--- config.mk ---
export PLATFORM = sky130hd
export DESIGN_NAME = cascaded_attenuator_split
export DESIGN_NICKNAME = d
export VERILOG_FILES = /design/src/rtl/cas_att_pkg.sv /design/src/rtl/cascaded_attenuator_split.sv
export SDC_FILE = /design/constraint.sdc
export NUM_CORES = 1
export LEC_CHECK = 0
export BUFFER_PORTS_ARGS = -buffer_cell sky130_fd_sc_hd__buf_4
export CAP_MARGIN = 20
export CORE_MARGIN = 1.5
export CORE_UTILIZATION = 35
export DETAILED_ROUTE_END_ITERATION = 6
export GPL_ROUTABILITY_DRIVEN = 0
export PLACE_DENSITY_LB_ADDON = 0.05
export SYNTH_ARGS = -nofsm -noshare
export SYNTH_HDL_FRONTEND = slang
export SYNTH_SLANG_ARGS = --single-unit
--- constraint.sdc ---
create_clock -name clk -period 16 [get_ports clk]
set_input_delay 0.8 -clock clk [delete_from_list [all_inputs] [get_ports clk]]
set_output_delay 0.8 -clock clk [all_outputs]
set_load 0.02 [all_outputs]
--- src/rtl/cas_att_pkg.sv ---
// Package with the shared constants, types and divide helpers of the attenuator split.
package cas_att_pkg;

  localparam int STAGE_BITS = 7;
  localparam int STEP_HUNDREDTHS = 25;
  localparam int STAGE_MAX_INT = ((1 << STAGE_BITS) - 1) * STEP_HUNDREDTHS;

  localparam int TOTAL_W = 16;
  localparam int EXCESS_W = 15;
  localparam int DAC_W = 12;
  localparam int CFG_IDX_W = 2;

  localparam logic signed [TOTAL_W-1:0] STAGE_MAX = TOTAL_W'(STAGE_MAX_INT);
  localparam logic [DAC_W-1:0] DAC_LIMIT_RESET = DAC_W'(2300);

  localparam logic [CFG_IDX_W-1:0] REG_FLOOR_BF = 2'd0;
  localparam logic [CFG_IDX_W-1:0] REG_FLOOR_AF = 2'd1;
  localparam logic [CFG_IDX_W-1:0] REG_DAC_LIMIT = 2'd2;

  // Reciprocal multiplier shared by the divide-by-25 (shift 20) and the
  // divide-by-100 (shift 22) paths; both are exact for operands below 43690.
  localparam logic [15:0] DIV_MULT = 16'd41944;
  localparam int SHIFT_25 = 20;
  localparam int SHIFT_100 = 22;
  localparam int PROD_W = EXCESS_W + 16;

  typedef logic [STAGE_BITS-1:0] code_t;

  typedef struct packed {
    logic                       channel;
    logic signed [TOTAL_W-1:0] total_att;
    logic                       controller_on;
  } req_t;

  function automatic code_t div25(input logic [EXCESS_W-1:0] v);
    logic [PROD_W-1:0] prod;
    prod = PROD_W'(v) * PROD_W'(DIV_MULT);
    return prod[SHIFT_25 +: STAGE_BITS];
  endfunction

  function automatic logic [8:0] div100(input logic [EXCESS_W-1:0] v);
    logic [PROD_W-1:0] prod;
    prod = PROD_W'(v) * PROD_W'(DIV_MULT);
    return prod[SHIFT_100 +: 9];
  endfunction

  // Clamp to 0..STAGE_MAX, then one code step per 0.25 dB.
  function automatic code_t stage_code(input logic signed [TOTAL_W-1:0] v);
    logic [EXCESS_W-1:0] c;
    if (v < 0) begin
      c = '0;
    end else if (v > STAGE_MAX) begin
      c = STAGE_MAX[EXCESS_W-1:0];
    end else begin
      c = v[EXCESS_W-1:0];
    end
    return div25(c);
  endfunction

endpackage

--- src/rtl/cascaded_attenuator_split.sv ---
// Top level of the cascaded attenuator split: floor handling, stage codes and gain voltage.
//
//   channel   | direction | handshake             | contents
//   ----------+-----------+-----------------------+------------------------------------------
//   in_       | input     | in_valid / in_ready   | channel, total_att, controller_on
//   out_      | output    | out_valid / out_ready | channel, codes, excess, dac, total, raise
//   cfg_      | input     | cfg_valid / cfg_ready | cfg_index, cfg_data (always ready)
//
// Each transaction is captured in an input register, resolved by one pass of
// short logic and written to the result register, and one transaction can be
// accepted every cycle while the result is not stalled. The stored totals, the gain
// voltage and the floor-cleared bits are updated as the result is registered.
// Reset is synchronous and active low; it empties both stages and restores the
// configuration registers and the stored state. A stalled result holds the
// result register, and the input register then holds its transaction too.
module cascaded_attenuator_split (
  input  logic                                   clk,
  input  logic                                   rst_n,

  input  logic                                   in_valid,
  output logic                                   in_ready,
  input  logic                                   in_channel,
  input  logic signed [cas_att_pkg::TOTAL_W-1:0] in_total_att,
  input  logic                                   in_controller_on,

  output logic                                   out_valid,
  input  logic                                   out_ready,
  output logic                                   out_channel,
  output logic [cas_att_pkg::STAGE_BITS-1:0]     out_first_code,
  output logic [cas_att_pkg::STAGE_BITS-1:0]     out_second_code,
  output logic [cas_att_pkg::EXCESS_W-1:0]       out_second_att,
  output logic [cas_att_pkg::DAC_W-1:0]          out_dac_mv,
  output logic signed [cas_att_pkg::TOTAL_W-1:0] out_applied_total,
  output logic                                   out_gain_raise,

  input  logic                                   cfg_valid,
  output logic                                   cfg_ready,
  input  logic [cas_att_pkg::CFG_IDX_W-1:0]      cfg_index,
  input  logic [cas_att_pkg::TOTAL_W-1:0]        cfg_data
);
  import cas_att_pkg::*;

  // Configuration registers.
  logic signed [TOTAL_W-1:0] floor_r [2];
  logic [DAC_W-1:0]          dac_limit_r;

  // State carried from one transaction to the next.
  logic signed [TOTAL_W-1:0] prev_total_r [2];
  logic [DAC_W-1:0]          prev_dac_r;
  logic [1:0]                floor_cleared_r;
  logic [1:0]                floor_cleared_nxt;

  // Input register.
  logic s1_valid_r;
  req_t s1_req_r;
  logic s1_adv;

  // Result register.
  logic                      out_valid_r;
  logic                      res_channel_r;
  code_t                     res_first_r;
  code_t                     res_second_r;
  logic [EXCESS_W-1:0]       res_excess_r;
  logic [DAC_W-1:0]          res_dac_r;
  logic signed [TOTAL_W-1:0] res_total_r;
  logic                      res_raise_r;

  // Resolved values of the transaction in the input register.
  logic                      ch;
  logic                      neg_clear;
  logic                      cleared_now;
  logic signed [TOTAL_W-1:0] t_req;
  logic signed [TOTAL_W-1:0] floor_eff;
  logic signed [TOTAL_W-1:0] t_app;
  logic                      over;
  logic signed [TOTAL_W-1:0] excess_full;
  logic [EXCESS_W-1:0]       excess;
  logic                      raise;
  logic [8:0]                q_floor;
  logic [8:0]                q_ceil;
  logic [DAC_W:0]            mv_up;
  logic [DAC_W-1:0]          mv_down;
  logic [DAC_W:0]            mv_sat_in;
  logic [DAC_W-1:0]          mv;
  code_t                     first_nxt;
  code_t                     second_nxt;
  logic [EXCESS_W-1:0]       excess_nxt;
  logic [DAC_W-1:0]          dac_nxt;
  logic                      raise_nxt;

  // The result register frees up when it is empty or being read this cycle;
  // the input register can then pass its transaction along and take a new one.
  assign s1_adv    = s1_valid_r && (!out_valid_r || out_ready);
  assign in_ready  = !s1_valid_r || !out_valid_r || out_ready;
  assign cfg_ready = 1'b1;

  always_comb begin
    ch = s1_req_r.channel;

    // A negative request with the controller on clears the channel's floor
    // and is applied as zero; otherwise the request is raised to the floor.
    neg_clear   = (s1_req_r.total_att < 0) && s1_req_r.controller_on;
    cleared_now = floor_cleared_r[ch] || neg_clear;
    t_req       = neg_clear ? '0 : s1_req_r.total_att;
    floor_eff   = cleared_now ? '0 : floor_r[ch];
    t_app       = (t_req < floor_eff) ? floor_eff : t_req;

    over        = t_app > STAGE_MAX;
    excess_full = t_app - STAGE_MAX;
    excess      = over ? excess_full[EXCESS_W-1:0] : '0;
    raise       = t_app < prev_total_r[0];

    // Gain voltage: (prev*100 +/- excess) / 100 truncated. Going up this is
    // prev + floor(excess/100); going down it is prev - ceil(excess/100),
    // saturated at zero; the result is then capped at the DAC limit.
    q_floor   = div100(excess);
    q_ceil    = div100(excess + EXCESS_W'(99));
    mv_up     = (DAC_W+1)'(prev_dac_r) + (DAC_W+1)'(q_floor);
    mv_down   = ((DAC_W+1)'(prev_dac_r) >= (DAC_W+1)'(q_ceil)) ?
                (prev_dac_r - DAC_W'(q_ceil)) : '0;
    mv_sat_in = raise ? (DAC_W+1)'(mv_down) : mv_up;
    mv        = (mv_sat_in > (DAC_W+1)'(dac_limit_r)) ? dac_limit_r : mv_sat_in[DAC_W-1:0];

    first_nxt  = stage_code(t_app);
    second_nxt = '0;
    excess_nxt = '0;
    dac_nxt    = '0;
    raise_nxt  = 1'b0;
    if (!ch) begin
      // Single-stage channel: anything above the stage range moves the gain
      // voltage, and a total within range parks the voltage at zero.
      raise_nxt = raise;
      dac_nxt   = over ? mv : '0;
    end else if (over) begin
      // Two-stage channel: the excess goes to the second stage.
      second_nxt = stage_code(excess_full);
      excess_nxt = excess;
    end

    floor_cleared_nxt = floor_cleared_r;
    if (s1_adv && neg_clear) begin
      floor_cleared_nxt[ch] = 1'b1;
    end
    // Rewriting a floor makes it count again.
    if (cfg_valid && (cfg_index == REG_FLOOR_BF)) begin
      floor_cleared_nxt[0] = 1'b0;
    end
    if (cfg_valid && (cfg_index == REG_FLOOR_AF)) begin
      floor_cleared_nxt[1] = 1'b0;
    end
  end

  // Control and state registers.
  always_ff @(posedge clk) begin
    if (!rst_n) begin
      s1_valid_r      <= 1'b0;
      out_valid_r     <= 1'b0;
      floor_r[0]      <= '0;
      floor_r[1]      <= '0;
      dac_limit_r     <= DAC_LIMIT_RESET;
      prev_total_r[0] <= '0;
      prev_total_r[1] <= '0;
      prev_dac_r      <= '0;
      floor_cleared_r <= '0;
    end else begin
      if (in_ready) begin
        s1_valid_r <= in_valid;
      end
      if (s1_adv) begin
        out_valid_r <= 1'b1;
      end else if (out_ready) begin
        out_valid_r <= 1'b0;
      end

      floor_cleared_r <= floor_cleared_nxt;

      if (s1_adv) begin
        prev_total_r[ch] <= t_app;
        if (!ch) begin
          prev_dac_r <= dac_nxt;
        end
      end

      if (cfg_valid) begin
        unique case (cfg_index)
          REG_FLOOR_BF:  floor_r[0]  <= cfg_data;
          REG_FLOOR_AF:  floor_r[1]  <= cfg_data;
          REG_DAC_LIMIT: dac_limit_r <= cfg_data[DAC_W-1:0];
          default:       ;
        endcase
      end
    end
  end

  // Payload registers need no reset.
  always_ff @(posedge clk) begin
    if (in_ready && in_valid) begin
      s1_req_r.channel       <= in_channel;
      s1_req_r.total_att     <= in_total_att;
      s1_req_r.controller_on <= in_controller_on;
    end
    if (s1_adv) begin
      res_channel_r <= ch;
      res_first_r   <= first_nxt;
      res_second_r  <= second_nxt;
      res_excess_r  <= excess_nxt;
      res_dac_r     <= dac_nxt;
      res_total_r   <= t_app;
      res_raise_r   <= raise_nxt;
    end
  end

  assign out_valid         = out_valid_r;
  assign out_channel       = res_channel_r;
  assign out_first_code    = res_first_r;
  assign out_second_code   = res_second_r;
  assign out_second_att    = res_excess_r;
  assign out_dac_mv        = res_dac_r;
  assign out_applied_total = res_total_r;
  assign out_gain_raise    = res_raise_r;

endmodule
==> flow_metrics.tcl <==
set metrics [dict create \
    synth_flop_cell "edfxtp_1" \
    n_antenna_cell 0 \
    port_buffers 101 \
    cp_num_cells 63 \
    cp_max_fo 23 \
    crit_slowest_cell "fa_1" \
    async_flop_share 0 \
    drt_iter0_drc 601 \
    initial_utilization 0.355 \
    ys_seq_area_frac 0.189 \
    maxCapViolCount 0 \
    antenna_found_initial 0 \
    final_nets 3206 \
    syn_avg_cell_area_um2 10.0 \
    dieArea_um2 67000 \
    ant_nets 0 \
    crit_buf_inv 8 \
    period_needed_ns 14.91 \
    postSynthCellCount 2286 \
    slew_headroom 0.308 \
    die_h_um 259 \
    setup_violations 0 \
    multi_input_area_um2 16600 \
    drt-pass1-iter-count 5 \
    root_buffer "clkbuf_16" \
    synth_edf_count 125 \
    layout_commonest_cell "inv_1" \
    hp-class "reg -> reg" \
    finalWirelength_um 60200 \
    fp.coreArea_um2 64600 \
    grt_pass1_wl_um 97300 \
    first_global_vias 17300 \
    grt_max_degree 47 \
    nFillCells 6469 \
    rr_worst_depth 63 \
    rrSetupSlack_ns 1.09 \
    crit_family "compound AO/OA/AOI/OAI gates" \
    die_x_um 259 \
    drive_above_1_share 0.100 \
    worstPathRequired_ns 16.33 \
    dp_cells 3282 \
    area_growth_pct 11.9 \
    critical_path.max_stage_delay_ns 0.54 \
    maxSlewViolCount 0 \
    dp_hpwl_um 52200 \
    clk_pin_slew_ns 0.09 \
    synth_cell_types 91 \
    status "finished, final reports clean" \
    yosysWarnings 0 \
    worstSkewPairLatency_ns 0.48 \
    drc 0 \
    cp-end-kind "flip-flop" \
    path_class "reg -> reg" \
    ioPinCount 103 \
    layout.cells.non_filler 3317 \
    synth_area_um2 22900 \
    layout_worst_path_cycle_share 0.932 \
    grt-ovfl-total 0 \
    holdPathStages 2 \
    final_cell_mix "547 x inv_1, 446 x ha_1, 269 x fa_1" \
    cts_htree_levels 4 \
    wire_per_inst_um 18.2 \
    dr_total_vias 15800 \
    skew_ns 0.0240 \
    via_per_inst 4.75 \
    cts_tree "yes" \
    clockBufferDepth 2 \
    rows 93 \
    cp.arrival_ns 15.24 \
    max_freq_mhz 67.1 \
    finalHoldViolCount 0 \
    clock_sinks 154 \
    seq_area_um2 4330 \
    startpoint_type "flip-flop" \
    worstMarginPinSlew_ns 1.04 \
    synth_seq_cells 154 \
    numCtsBuffers 17 \
    grt.total_usage 0.189 \
]
## worst min-delay path: stages (launching register included)
cell and delay (ns):
dfxtp_1 0.33, a21oi_1 0.04, nor2_1 0.08
## Yosys cell counts, types with 23 or more instances
master | number | area, µm²
inv_1 | 548 | 2060
ha_1 | 447 | 5590
fa_1 | 269 | 5390
edfxtp_1 | 125 | 3750
nor2_1 | 108 | 405
nand2_1 | 104 | 390
a21oi_1 | 56 | 280
o21ai_0 | 56 | 280
xnor2_1 | 53 | 464
and2_1 | 36 | 225
nor3_1 | 34 | 170
dfxtp_1 | 29 | 581
mux2_2 | 29 | 327
o21a_1 | 25 | 188
a21o_1 | 23 | 173
## state kept, by name (all words and copies together) (netlist names), named ones only
signal             count
out_dac_mv            12
out_second_att        15
floor_r               32
prev_total_r          16
ch                     1
out_applied_total     16
out_second_code        7
out_gain_raise         1
dac_limit_r           12
out_first_code         7
s1_req_r              17
out_channel            1
out_valid              1
s1_valid_r             1
prev_dac_r            12
floor_cleared_r        2
## cell families (layout without fill, tap and decap cells)
| group | count (synthesis) | in the layout | synth area share |
|---|---|---|---|
| fa+ha+maj | 716 | 716 | 0.479 |
| buf+inv | 585 | 718 | 0.0977 |
| simple gates | 411 | 411 | 0.0897 |
| compound gates | 296 | 296 | 0.0907 |
| flops | 154 | 154 | 0.189 |
| xor+xnor | 76 | 76 | 0.0309 |
| mux | 46 | 46 | 0.0224 |
| other cells | 2 | 45 | 0.000328 |
## final timing paths
path	to	from
worst max-delay path	out_dac_mv[0]	ch
worst min register to register	floor_cleared_r[0]	floor_cleared_r[0]
worst min-delay path	floor_cleared_r[0]	floor_cleared_r[0]
worst max register to register	out_dac_mv[0]	ch
## routing by layer
layer,up-vias,share of wire,track usage,wire length [µm]
met1,7699,0.47,0.251,28300
met3,54,0.020,0.0201,1180
met5,-,0,0,0
met4,0,0.015,0.0369,928
li1,7816,-,-,-
met2,194,0.49,0.332,29800
## final cells by class
| cell class | instances | share of cell area |
|---|---|---|
| multi-input combinational | 1590 | 0.646 |
| clock buffer | 18 | 0.0176 |
| inverter | 555 | 0.0813 |
| tap | 855 | 0.0417 |
| timing repair buffer | 131 | 0.0383 |
| clock inverter | 14 | 0.00654 |
| sequential | 154 | 0.169 |
## repair_timing
item / 4_1_cts / 5_1_grt
hold buffers: 0 / 0
resized for setup: 0 / 9
buffers inserted: 0 / 3
endpoints found under the setup margin: 0 / 24
hold endpoints to repair: 0 / 0
## per-stage QoR
step                setup slack, ns  hold WS [ns]  utilization   TNS, ns  cell area (µm²)
floorplan                      2.11         0.437            -         0            23100
global placement              0.820         0.450        0.386         0            24900
detailed placement            0.375         0.468        0.386         0            25000
CTS                           0.309         0.465        0.396         0            25600
global route               -0.00375         0.478        0.397  -0.00375            25600
finish                         1.09         0.488        0.397         0            25600
Power is left out: the tool's default activity adds up to more than one toggle a clock period on the data nets, which glitch-free logic cannot reach.
